`src/hw/rtl/lca_ram.sv`:
```
// Generic single-write, single-read RAM with a registered read port.
// No dependencies.
`default_nettype none

module lca_ram #(
    parameter int WIDTH = 16,
    parameter int DEPTH = 256
) (
    input  wire logic                     clk,
    input  wire logic                     wr_en,
    input  wire logic [$clog2(DEPTH)-1:0] wr_addr,
    input  wire logic [WIDTH-1:0]         wr_data,
    input  wire logic                     rd_en,
    input  wire logic [$clog2(DEPTH)-1:0] rd_addr,
    output logic      [WIDTH-1:0]         rd_data
);

    logic [WIDTH-1:0] mem_reg [DEPTH];

    always_ff @(posedge clk)
    begin
        if (wr_en)
        begin
            mem_reg[wr_addr] <= wr_data;
        end
        if (rd_en)
        begin
            rd_data <= mem_reg[rd_addr];
        end
    end

endmodule

`default_nettype wire

```
`config.mk`:
```
export PLATFORM = sky130hd
export DESIGN_NAME = lca_ram
export DESIGN_NICKNAME = d
export VERILOG_FILES = /design/src/hw/rtl/lca_ram.sv
export SDC_FILE = /design/constraint.sdc
export NUM_CORES = 2
export LEC_CHECK = 0
export ABC_AREA = 1
export ABC_CLOCK_PERIOD_IN_PS = 2100
export BUFFER_PORTS_ARGS = -buffer_cell sky130_fd_sc_hd__buf_4
export CAP_MARGIN = 15
export CORE_MARGIN = 3
export CORE_UTILIZATION = 36
export DETAILED_ROUTE_END_ITERATION = 16
export GPL_ROUTABILITY_DRIVEN = 0
export PLACE_DENSITY = 0.51
export REMOVE_ABC_BUFFERS = 1
export SYNTH_ARGS = -nofsm -noshare
export SYNTH_HDL_FRONTEND = slang
export SYNTH_SLANG_ARGS = --single-unit
```
`constraint.sdc`:
```
create_clock -name clk -period 2.1 [get_ports clk]
set_input_delay 0 -clock clk [delete_from_list [all_inputs] [get_ports clk]]
set_output_delay 0 -clock clk [all_outputs]
set_load 0.02 [all_outputs]
```
* Word-level counts from Yosys, hierarchy flattened
Memory sizes are Yosys's and may differ from the RTL's. A register that Yosys moved wholly into a read port is not among the register bits.
Cells that the tools add are included.
** Word-level totals
- Word-level logic and storage cells :: 3
- Bits of input ports :: 35
- RAM bits :: 4096
- Output and inout bits :: 16
- Memories kept :: 1
- Register bits after elaboration :: 0
** Cells by class
- Mux-type cells :: 2
** Memory list
- mem_reg :: depth 256, width 16, rd ports 1, clocked after memory_dff 1, wr ports 1, line 18 : logic [WIDTH-1:0] mem_reg [DEPTH];
** Operators with widths (count)
- 1-bit 2-to-1 mux :: 2

* Depth between registers and ports, before layout
- Word-level depth :: 2
- Depth in mapped cells :: 15
- Depth with buffers taken out :: 11

* Least setup slack after synthesis
No wires, ideal clock.
- Path type :: in2reg
- Start :: input wr_en
- End :: memory mem_reg[164][0], enable pin
- Buffers on the path :: 2
- Path slack :: 0.260 ns
- Required time :: 1.712 ns
- Data arrival time :: 1.452 ns
- Library setup time :: 0.388 ns
- Cell stages on the path :: 4
- Cell sequence :: clkbuf_1 > nand3_1 > clkbuf_1 > nor2_1
** Between the ends
- Cells in the longest elaborated chain, start to end :: 2
** Ends and longest elaborated chain
- start, declared :: line 10 : input wire logic wr_en,
- 1-bit 2-to-1 mux :: line 22 : if (wr_en)
- 1-bit 2-to-1 mux (not written as such) :: line 24 : mem_reg[wr_addr] <= wr_data;
- end, declared :: line 18
No other way between the ends.

* Worst setup path in the final report
- Start :: input wr_data[15]
- End :: memory mem_reg[145][15] (data pin)
** RTL lines
- start, declared :: line 12 : input wire logic [WIDTH-1:0] wr_data,
Straight into the memory's write port.

==> metrics.csv <==
metric,value,unit
outcome,"complete, but fails checks",
violated checks,negative setup slack,
part of the power in combinational logic,0.074,
DRT Pass-1 Iters,6,
Worst-path clk slew,60,ps
Crit path max-delay family,buffers and inverters,
Die Height,685,um
Post-Layout Inst Area,198000,sq um
WP data arrival,2780,ps
Largest register FFs,4096,
"antenna viol nets, final",0,
top area cells in the synthesized netlist,"edfxtp_1 (74%), nand3_1 (12%), nand2_1 (9.5%)",
slowest CP cell,dlygate4sd3_1,
DIE WIDTH,685,um
Post-Synth XOR/XNOR Area,0,
critical path type,input port to flop,
CP most frequent cell,dlygate4sd3_1,
post-route setup slack,-35.3,ps
area grow syn2layout,19.3,%
post-synthesis simple-gate area fraction,0.223,
final net count,14500,
Fin. Hold Viols,0,
Fin Clk Skew,58.1,ps
Yosys top cell area share,0.744,
global-route wire length before repair,774,mm
P_sw,41.3,mW
"Buf+Inv Stages, Crit Path",4,
site row count,248,
DRC viols,0,
Synthesis Warnings,0,
clock latency on the worst-skew pair,1000,ps
most frequent cell after synthesis,nand2_1,
DIE AREA,469000,sq um
via/cell ratio,5.28,
Initial Util,0.362,
Synth Area in Adders,0,
Worst path max stage delay,1280,ps
mux share of post-synthesis cell area,0,
vias in the first global route,105000,
Pwr Total,177,mW
P_leak,69.9,nW
PwrDens,895,nW/um^2
Sequential Power Share,0.512,
worst-path maximum fanout,30,
Synth cell types,14,
initial antenna violation count,29,
Post-synth EDFFs,4112,
First DRT Iteration DRCs,12100,
post-synthesis sequential area ratio,0.744,
number of I/O port buffers,50,
TritonCTS Buffers,439,
Net Sw Frac,0.233,
total of flip-flops plus latches after synthesis,4112,
share of total power in the clock network,0.415,
Hold Slack,60.8,ps
Int Pwr,136,mW
H-tree depth,5,
Post-synth top cells,"nand2_1 (4211), edfxtp_1 (4112), nand3_1 (4035)",
max-cap violations,0,
asr flop ratio synth,0,
Final period util,1.02,
syn avg cell area,12.2,sq um
largest area contributor in the netlist,edfxtp_1,
crit end category,flop,
Post-Syn Area,166000,sq um
Hold Crit Class,input port to flop,
complex-gate fraction of the synthesized area,0,
Max Freq,0.468,GHz
average wire per standard cell,25.8,um
pin count of the biggest net entering global routing,101,
worst-margin pin slew,1200,ps
post-layout min period,2140,ps
CP required,2740,ps
vias after detailed routing,111000,
critical path startpoint category,input port,
CORE AREA,458000,sq um
"Core Util, Final",0.432,
crit-path cells,"dlygate4sd3_1, dlygate4sd3_1, buf_8, dlygate4sd3_1",
Synth Flop Type,edfxtp_1,
Final Max Tran Viols,0,
Cells after Synth,13600,
HPWL after detailed placement,335,mm
Post-Route WL,539,mm
GR Overflow Total,0,
largest family of logic cells by synthesized area,simple AND/OR/NAND/NOR gates,
clock sinks,4112,
CTS max path bufs,4,
Rel. slew slack,0.197,
Placed Area,184000,sq um
setup repair bufs after CTS,0,
Max VDD drop,0.000683,V
RSZ-0062 raised after global routing,yes,
share of layout cells above drive strength 1,0.138,
number of fill cells,41900,
Setup Viol. Count Final,15,
clk root buf,clkbuf_16,
pre-CTS setup slack,-1070,ps
Ports,51,
clock tree from TritonCTS,done,
GRT Util Overall,0.224,
==> worst reg2reg max path: stages (launching register included) <==
cell	delay, ps
edfxtp_1	370
nand2_1	80
nand3_1	60
nand3_1	150
nand3_1	200
nand3_1	170
nand3_1	220
nand3_2	230
nand2_1	90
nand2_1	110
buf_12	110
nand2_1	40
==> cells by family after synthesis <==
logic type | count (synthesis)
flops | 4112
buf+inv | 976
simple gates | 8529
==> placed cells by master (no fill, tap or decap), types with 7 or more instances in the layout <==
master and instances:
nand2_1 4179, edfxtp_1 4112, nand3_1 3950, buf_4 886
clkbuf_16 445, buf_12 400, nor2_1 239, clkinv_1 117
clkbuf_1 98, nand3_2 77, clkinv_2 72, nor2_2 44
dlygate4sd3_1 44, inv_1 33, nand2_2 29, bufinv_16 23
buf_8 19, inv_6 9, nand3_4 8, inv_16 7
==> power groups by stage <==
stage / sequential, mW / combinational (mW) / clock, mW
2_1_floorplan: 92.3 / 5.29 / 0
3_3_place_gp: 92.4 / 12.8 / 0
3_5_place_dp: 92.4 / 12.8 / 0
4_1_cts: 90.6 / 13.0 / 74.7
5_1_grt: 90.6 / 13.9 / 78.1
6_report: 90.6 / 13.1 / 73.5
==> layout make-up <==
| cell class | instances | area, sq um | share of cell area |
|---|---|---|---|
| Multi-Input combinational cell | 8529 | 37800 | 0.191 |
| Inverter | 39 | 199 | 0.00101 |
| Clock buffer | 543 | 11500 | 0.0581 |
| Timing Repair Buffer | 1355 | 15500 | 0.0782 |
| Antenna cell | 6 | 15.0 | 0.0000759 |
| Sequential cell | 4112 | 123000 | 0.624 |
| Clock inverter | 239 | 1850 | 0.00934 |
| Tap cell | 6125 | 7660 | 0.0387 |
==> layer usage <==
layer / up-vias / part of all wire / global-route usage
li1: 50500 / - / -
met1: 55600 / 0.43 / 0.317
met2: 3911 / 0.46 / 0.358
met3: 723 / 0.070 / 0.0334
met4: 12 / 0.033 / 0.0685
met5: - / 0.00012 / 0
==> path summary, 6_finish.rpt <==
kind                                  start                          to  slack [ps]  cells past startpoint
hold / removal                   wr_data[4]   mem_reg[148][4]$_DFFE_PP_          60                      2
setup / recovery                wr_data[15]  mem_reg[145][15]$_DFFE_PP_         -40                      4
hold reg to reg   mem_reg[72][10]$_DFFE_PP_       rd_data[10]$_DFFE_PP_        1150                     10
setup reg to reg  mem_reg[142][2]$_DFFE_PP_        rd_data[2]$_DFFE_PP_          20                     11
==> through the flow <==
step / cells / setup TNS (ps)
2_1_floorplan: 12700 / -132810
3_3_place_gp: 20100 / -11740
3_5_place_dp: 20100 / -11600
4_1_cts: 20900 / -77.0
5_1_grt: 20900 / -47.5
6_report: 20900 / -427
==> what timing repair did <==
action / CTS / global route
pin swaps: 0 / 2
hold buffers: 45 / 0
resized for setup: 55 / 62
setup endpoints to repair: 18 / 51
endpoints found under the hold margin: 4748 / 0
Power figures use the tool's default switching activity.
