`src/hw/rtl/lca_pkg.sv`:
```
// Shared types and constants for the linear classifier argmax unit.
// No dependencies; imported by every module of the block except lca_ram.
`default_nettype none

package lca_pkg;

    localparam int MAX_CLASSES  = 16;
    localparam int MAX_FEATURES = 256;

    localparam int CLS_W    = 4;
    localparam int POS_W    = 9;
    localparam int CNT_W    = 5;
    localparam int DATA_W   = 16;
    localparam int PROD_W   = 2 * DATA_W;
    localparam int SCORE_W  = 48;
    localparam int LABEL_W  = 5;
    localparam int CFG_W    = 9;

    localparam int ROW_LEN     = MAX_FEATURES + 1;
    localparam int STORE_DEPTH = MAX_CLASSES * ROW_LEN;
    localparam int ADDR_W      = $clog2(STORE_DEPTH);

    localparam longint FLOOR_VALUE = -10000;
    localparam int     SCORE_FRAC  = 20;
    localparam logic signed [SCORE_W-1:0] SCORE_FLOOR =
        SCORE_W'(FLOOR_VALUE * (longint'(1) <<< SCORE_FRAC));
    localparam logic signed [LABEL_W-1:0] LABEL_NONE = -5'sd1;

    localparam logic signed [DATA_W-1:0] BIAS_SCALE = 16'sd256;

    localparam logic CMD_LOAD    = 1'b0;
    localparam logic CMD_FEATURE = 1'b1;

    localparam logic [0:0] CFG_FEATURE_COUNT = 1'b0;
    localparam logic [0:0] CFG_CLASS_COUNT   = 1'b1;

    typedef enum logic [4:0] {
        ST_IDLE  = 5'b00001,
        ST_MAC   = 5'b00010,
        ST_BIAS  = 5'b00100,
        ST_DRAIN = 5'b01000,
        ST_EMIT  = 5'b10000
    } seq_state_t;

    typedef struct packed {
        logic             valid;
        logic [CLS_W-1:0] cls;
        logic             clear;
        logic             bias;
    } mac_tok_t;

endpackage

`default_nettype wire

```
`src/hw/rtl/lca_mac.sv`:
```
// Shared multiply-accumulate datapath: multiply, saturating add into the
// class accumulators, and the running argmax compare. Depends on lca_pkg.
`default_nettype none

module lca_mac
    import lca_pkg::*;
(
    input  wire logic                      clk,
    input  wire logic                      rst_n,
    input  wire mac_tok_t                  tok_in,
    input  wire logic signed [DATA_W-1:0]  weight,
    input  wire logic signed [DATA_W-1:0]  feature,
    input  wire logic [CLS_W-1:0]          rd_idx,
    output logic signed [SCORE_W-1:0]      rd_score,
    output logic signed [SCORE_W-1:0]      best_score,
    output logic signed [LABEL_W-1:0]      best_label,
    output logic                           busy
);

    mac_tok_t                   p1_reg, p2_reg, p3_reg;
    logic signed [PROD_W-1:0]   prod_reg;
    logic signed [SCORE_W-1:0]  sum_reg;
    logic signed [SCORE_W-1:0]  acc_reg [MAX_CLASSES];
    logic signed [SCORE_W-1:0]  best_reg;
    logic signed [LABEL_W-1:0]  label_reg;

    logic [CLS_W-1:0]           acc_idx;
    logic signed [SCORE_W-1:0]  acc_old;
    logic signed [SCORE_W:0]    sum_wide;
    logic signed [SCORE_W-1:0]  sum_sat;
    logic signed [DATA_W-1:0]   mul_b;
    logic                       first_bias;
    logic                       clear_all;
    logic signed [SCORE_W-1:0]  cmp_ref;

    always_comb
    begin
        acc_idx  = p2_reg.valid ? p2_reg.cls : rd_idx;
        rd_score = acc_reg[acc_idx];
        acc_old  = p2_reg.clear ? '0 : acc_reg[acc_idx];
        sum_wide = {acc_old[SCORE_W-1], acc_old}
                 + {{(SCORE_W + 1 - PROD_W){prod_reg[PROD_W-1]}}, prod_reg};
        if (sum_wide[SCORE_W] != sum_wide[SCORE_W-1])
        begin
            sum_sat = sum_wide[SCORE_W] ? {1'b1, {(SCORE_W - 1){1'b0}}}
                                        : {1'b0, {(SCORE_W - 1){1'b1}}};
        end
        else
        begin
            sum_sat = sum_wide[SCORE_W-1:0];
        end
        mul_b      = p1_reg.bias ? BIAS_SCALE : feature;
        first_bias = p3_reg.bias && (p3_reg.cls == '0);
        clear_all  = p2_reg.valid && p2_reg.clear && (p2_reg.cls == '0);
        cmp_ref    = first_bias ? SCORE_FLOOR : best_reg;
    end

    always_ff @(posedge clk or negedge rst_n)
    begin
        if (!rst_n)
        begin
            p1_reg <= '0;
            p2_reg <= '0;
            p3_reg <= '0;
        end
        else
        begin
            p1_reg <= tok_in;
            p2_reg <= p1_reg;
            p3_reg <= p2_reg;
        end
    end

    always_ff @(posedge clk)
    begin
        prod_reg <= weight * mul_b;
        sum_reg  <= sum_sat;
        for (int i = 0; i < MAX_CLASSES; i++)
        begin
            if (p2_reg.valid && (acc_idx == CLS_W'(i)))
            begin
                acc_reg[i] <= sum_sat;
            end
            else if (clear_all)
            begin
                acc_reg[i] <= '0;
            end
        end
        if (p3_reg.valid && p3_reg.bias)
        begin
            if (sum_reg > cmp_ref)
            begin
                best_reg  <= sum_reg;
                label_reg <= $signed({1'b0, p3_reg.cls});
            end
            else if (first_bias)
            begin
                best_reg  <= SCORE_FLOOR;
                label_reg <= LABEL_NONE;
            end
        end
    end

    assign best_score = best_reg;
    assign best_label = label_reg;
    assign busy       = p1_reg.valid || p2_reg.valid || p3_reg.valid;

endmodule

`default_nettype wire

```
`config.mk`:
```
export PLATFORM = sky130hd
export DESIGN_NAME = lca_mac
export DESIGN_NICKNAME = d
export VERILOG_FILES = /design/src/hw/rtl/lca_pkg.sv /design/src/hw/rtl/lca_mac.sv
export SDC_FILE = /design/constraint.sdc
export NUM_CORES = 2
export LEC_CHECK = 0
export BUFFER_PORTS_ARGS = -buffer_cell sky130_fd_sc_hd__buf_2
export CAP_MARGIN = 20
export CORE_MARGIN = 2
export CORE_UTILIZATION = 45
export DETAILED_ROUTE_END_ITERATION = 7
export GPL_ROUTABILITY_DRIVEN = 0
export GPL_TIMING_DRIVEN = 0
export PLACE_DENSITY = 0.63
export SYNTH_ARGS = -nofsm -noshare
export SYNTH_HDL_FRONTEND = slang
export SYNTH_SLANG_ARGS = --single-unit
```
`constraint.sdc`:
```
create_clock -name clk -period 6 [get_ports clk]
set_input_delay 0.6 -clock clk [delete_from_list [all_inputs] [get_ports clk]]
set_output_delay 0.6 -clock clk [all_outputs]
set_load 0.02 [all_outputs]
```
* Word level (Yosys, flattened, before mapping)
Memories as Yosys holds them, arrays and structs flattened.
Index checks and enable logic that the tools add are counted.
** Word-level totals
- Memories :: 1
- Output and inout port bits :: 102
- Logic and storage cells :: 169
- Flip-flop bits (word level) :: 153
- Bits in writable memories :: 768
** Memories
- acc_reg :: depth 16, bits a word 48, rd ports 1, clocked after memory_dff 0, write ports 16, line lca_mac.sv:23 : logic signed [SCORE_W-1:0] acc_reg [MAX_CLASSES];
** Operators by class
- Muxes and demuxes :: 90
- $add $sub $neg :: 1
- $mul :: 1
- Reductions and logical operators :: 27
- Bitwise gates (word level) :: 16
- Equality and inequality tests :: 16
- Magnitude comparators :: 1
** Operators by type and width (count)
- two-way mux 48 bit :: 21
- two-way mux 1 bit :: 65
- adder 48 x 32 -> 49 bit :: 1
- greater-than comparator 48 bit :: 1
- == test 4 bit, second input constant :: 8
- multiplier 16 x 16 -> 32 bit :: 1
- logical AND 1 bit :: 20
- == test 4 x 3 -> 1 bit, second input constant :: 4
- two-way mux 16 bit :: 1
- bitwise OR 1 bit :: 16
- logical NOT 4 bit :: 3
- == test 4 x 2 -> 1 bit, second input constant :: 2
- two-way mux 4 bit :: 2
- two-way mux 5 bit :: 1
- == test 4 x 1 -> 1 bit, second input constant :: 1
- logical OR 1 bit :: 2
- AND reduction 2 bit :: 1
- nonzero test 2 bit :: 1
- inequality test 1 bit :: 1

* Longest topological paths before layout
An unclocked memory read counts as a cell.
- Depth in word-level cells :: 7
- Depth in mapped cells :: 26
- Depth with buffers taken out :: 24

* Worst setup path after synthesis
No wires, ideal clock.
- Path type :: reg-to-reg
- Start point :: reg p1_reg[0] (netlist name)
- End point :: reg prod_reg[30]
- Cell stages (with the launch flop) :: 24
- Required time :: 5.928 ns
- Path slack :: -0.477 ns
- Buffers on the path :: 2
- Data arrival time :: 6.405 ns
- Setup time :: 0.072 ns
- Path through :: dfrtp_1 > clkbuf_1 > nor2b_1 > clkbuf_1 > nand2_1 > fa_1 > fa_1 > fa_1 > inv_1 > fa_1 > fa_1 > inv_1 > fa_1 > inv_1 > ha_1 > a21o_1 > a221oi_1 > o221ai_1 > nand2_1 > o21ai_0 > a221oi_1 > o211ai_1 > a21oi_1 > xnor2_1
** Between the ends
- Longest elaborated chain between the ends :: 2
** Ends and longest elaborated chain
- start: declaration :: line lca_mac.sv:20 : mac_tok_t p1_reg, p2_reg, p3_reg;
- start signal: assignment :: line lca_mac.sv:68 : p1_reg <= tok_in;
- two-way mux 16 bit :: line lca_mac.sv:52 : mul_b = p1_reg.bias ? BIAS_SCALE : feature;
- multiplier 16 x 16 -> 32 bit :: line lca_mac.sv:76 : prod_reg <= weight * mul_b;
- end signal: assignment :: line lca_mac.sv:76
- end: declaration :: line lca_mac.sv:21 : logic signed [PROD_W-1:0] prod_reg;
No other way between the ends.
A chain may end at the register's enable or synchronous reset.

* Worst setup path in the final report
- Start point :: reg p2_reg[6] (netlist name)
- End point :: reg sum_reg[6]
** Between the ends
- Longest elaborated chain between the ends :: 6
** Ends and longest elaborated chain
- start: declaration :: line lca_mac.sv:20
- start signal: assignment :: line lca_mac.sv:69 : p2_reg <= p1_reg;
- two-way mux 4 bit (*) :: line lca_mac.sv:38 : acc_idx = p2_reg.valid ? p2_reg.cls : rd_idx;
- memory read (16 x 48 bit) (*)
- two-way mux 48 bit (*) :: line lca_mac.sv:40 : acc_old = p2_reg.clear ? '0 : acc_reg[acc_idx];
- adder 48 x 32 -> 49 bit (*) :: line lca_mac.sv:42 : + {{(SCORE_W + 1 - PROD_W){prod_reg[PROD_W-1]}}, prod_reg};
- two-way mux 48 bit or inequality test 1 bit (tied branches) :: line lca_mac.sv:45, lca_mac.sv:43
- two-way mux 48 bit (*) :: line lca_mac.sv:43 : if (sum_wide[SCORE_W] != sum_wide[SCORE_W-1])
- via sum_sat[6] :: line lca_mac.sv:30 : logic signed [SCORE_W-1:0] sum_sat;
- end signal: assignment :: line lca_mac.sv:77 : sum_reg <= sum_sat;
- end: declaration :: line lca_mac.sv:22 : logic signed [SCORE_W-1:0] sum_reg;
Mark *: on every way through the listed nets, which the timed path passes. The rest lies on a longest branch.

==> run metrics <==
share of the synthesized area in the top cell type=43.14%; final instance area=a little under 70,000 um^2; PnR worst setup slack=-616.0 ps; leading post-synthesis cells by cell area=edfxtp_1 (43%), fa_1 (9.8%), mux4_2 (8.0%), and2_1 (7.1%), dfxtp_1 (4.8%); final wirelength=183,800 um; post-DP HPWL=~130,000 um; largest net degree at the start of global routing=33; worst-skew pair later-pin latency=700 ps; placed cell count=between 6k and 7k; layout cell share with drive strength beyond 1=between 30% and 40%; Post-Layout Cell Count=between 6k and 7k; TritonRoute pass-1 iters=7; CTS Sinks=between 900 and 1k; Max IR drop VDD=0.5356 mV; Starting Density=between 40% and 50%; kind of critical path=reg2reg; Longest Clk Path Bufs=3; clock-pin slew on the worst setup and hold paths=60 ps; htree depth=3; period utilisation layout=110.3%; max FFs per register=~770; Slew HR=-2.541%; Power Total=approximately 46 mW; gr usage total=28.98%; per-cell routed wire length=27.57 um; synthesis warning total=0; vias in the first global route=38.73k; synthesized instance count=~4.4k; cell row count=around 130; CTS tree=yes; final core utilization=~57%; critical path peak fanout=10; Root Driver=clkbuf_16; area leader, netlist=edfxtp_1; Worst path slowest cell=a311oi_4; Num CTS Buffers=92; residual DRC count=0; commonest cells in the netlist=edfxtp_1 (773), and2_1 (609), nand2_1 (360); #FFs+latches synth=just over 900; setup TNS=-330,990 ps; Worst path top cell family by delay=buffers and inverters; core box area=118,400 um^2; Cell Area, Synth=53,810 um^2; Final Slew Violations=11; chip width=349.8 um; fmax=0.1511 GHz; failing checks=capacitance limit, slew limit, setup timing; Vias/cell=5.917; endpoint type of the worst setup path=register; Congestion Overflow GR=0; Final Critical Period=roughly 6600 ps; Synth cell types=85; Most used DFF post-synth=edfxtp_1; CP arrival=7190 ps; Worst Path Required=6570 ps; port bufs=146; die area=approximately 120,000 um^2; startpoint types=register; Post-DRT Antenna Nets=0; part of the Yosys area used for sequential elements=just under 50%; most common cell in the synthesized netlist=edfxtp_1; Hold Crit Class=in2reg; I/O pin count=between 100 and 150; first-pass GRT wire length=between 200,000 and 300,000 um; Die Ht=about 350 um; RSZ-0062 raised after global routing=true; CP peak stage delay=roughly 650 ps; Syn Nets=between 4k and 5k; max-cap viol count=2; R2R Setup Slk=-620 ps; clock skew=38.88 ps; Post-Place Cell Area=between 50,000 and 60,000 um^2; Pwr Density=about 680 nW/um^2; # setup viols final=between 800 and 900; Layout area overhead=26.08%; Synth Area per Inst=around 12 um^2; WP buf/inv=12; Hold Fails Final Rpt=0; total vias in the final route=39.45k; EDFF count, synth=about 770; P_leak=about 26 nW; fin nets=between 5k and 6k; status=finished with violations; worst-margin pin slew=~1500 ps; DR iter-0 viols=between 4k and 5k; Post-synth ARST share=about 2.2%; initial antenna violation count=9
## worst paths after layout
path,startpoint,endpoint,depth (start not counted)
setup / recovery,p2_reg[6]$_DFF_PN0_,sum_reg[6]$_DFF_P_,25
hold / removal,tok_in[0],p1_reg[0]$_DFF_PN0_,1
setup reg to reg,p2_reg[6]$_DFF_PN0_,sum_reg[6]$_DFF_P_,25
hold reg to reg,p1_reg[1]$_DFF_PN0_,p2_reg[1]$_DFF_PN0_,0
max in group asynchronous,rst_n,p2_reg[6]$_DFF_PN0_,2
min in group asynchronous,rst_n,p3_reg[6]$_DFF_PN0_,2
## cell type report
type	instances	area [um^2]
fill	9387	50550
clock inverter	34	302.8
buffer	300	2469
sequential	921	26290
inverter	329	1250
antenna	6	15.01
tap	1600	2002
clock buffer	138	2721
timing repair buffer	481	4932
multi-input combinational	2859	27870
## cell families after synthesis
kind of cell / share of synthesized area [%]
compound gates: 6.345
xor+xnor: 1.335
fa+ha+maj: 15.27
buf+inv: 4.992
flops: 48.83
mux: 8.229
simple gates: 15.00
## metal layers
layer / global-route usage, % / share of wire [%] / up-vias
li1: - / - / 16620
met1: 36.18 / 36 / 19640
met2: 45.68 / 45 / 2455
met4: 18.61 / 8.0 / 6
met3: 6.469 / 11 / 731
met5: 0 / 0.020 / -
## where the power goes
| part | internal (mW) | total (mW) | switching [mW] |
|---|---|---|---|
| Combinational | 13.6 | 28.9 | 15.3 |
| Sequential | 10.5 | 11.2 | 0.658 |
| Clock | 3.31 | 5.87 | 2.55 |
| Total | 27.5 | 46.0 | 18.5 |
## placed cells by master, fill, tap and decap left out, drive strengths merged, types with 15 or more instances in the layout
cell and n:
xnor2 59, a21oi 150, nor3 146, mux4 192, inv 330, o21ai 140, nand4 24, nand3 25
nand2b 17, ha 178, dfxtp 128, and3 36, maj3 70, a21o 39, nor2b 95, a211oi 57
a31oi 55, nand2 361, o21bai 17, xor2 20, and2 614, clkbuf 327, nor2 184, buf 584
edfxtp 773, fa 263, clkinv 26, dfrtp 20, o211ai 15
## per-stage QoR
stage / hold slack (ps) / setup slack (ps)
6_report: 24.53 / -616.0
4_1_cts: 0.5085 / -594.2
2_1_floorplan: 304.4 / 1.793
3_5_place_dp: 336.5 / -3088
3_3_place_gp: 336.2 / -5505
5_1_grt: 5.503 / -819.5
## repair_timing
action                     4_1_cts  5_1_grt
setup endpoints to repair      841      828
hold endpoints to repair        22        0
gates resized for setup        698      386
pin swaps                      197      207
hold buffers                     3        0
gates cloned                    28       19
setup buffers                  159       96
Power figures use the tool's default switching activity.
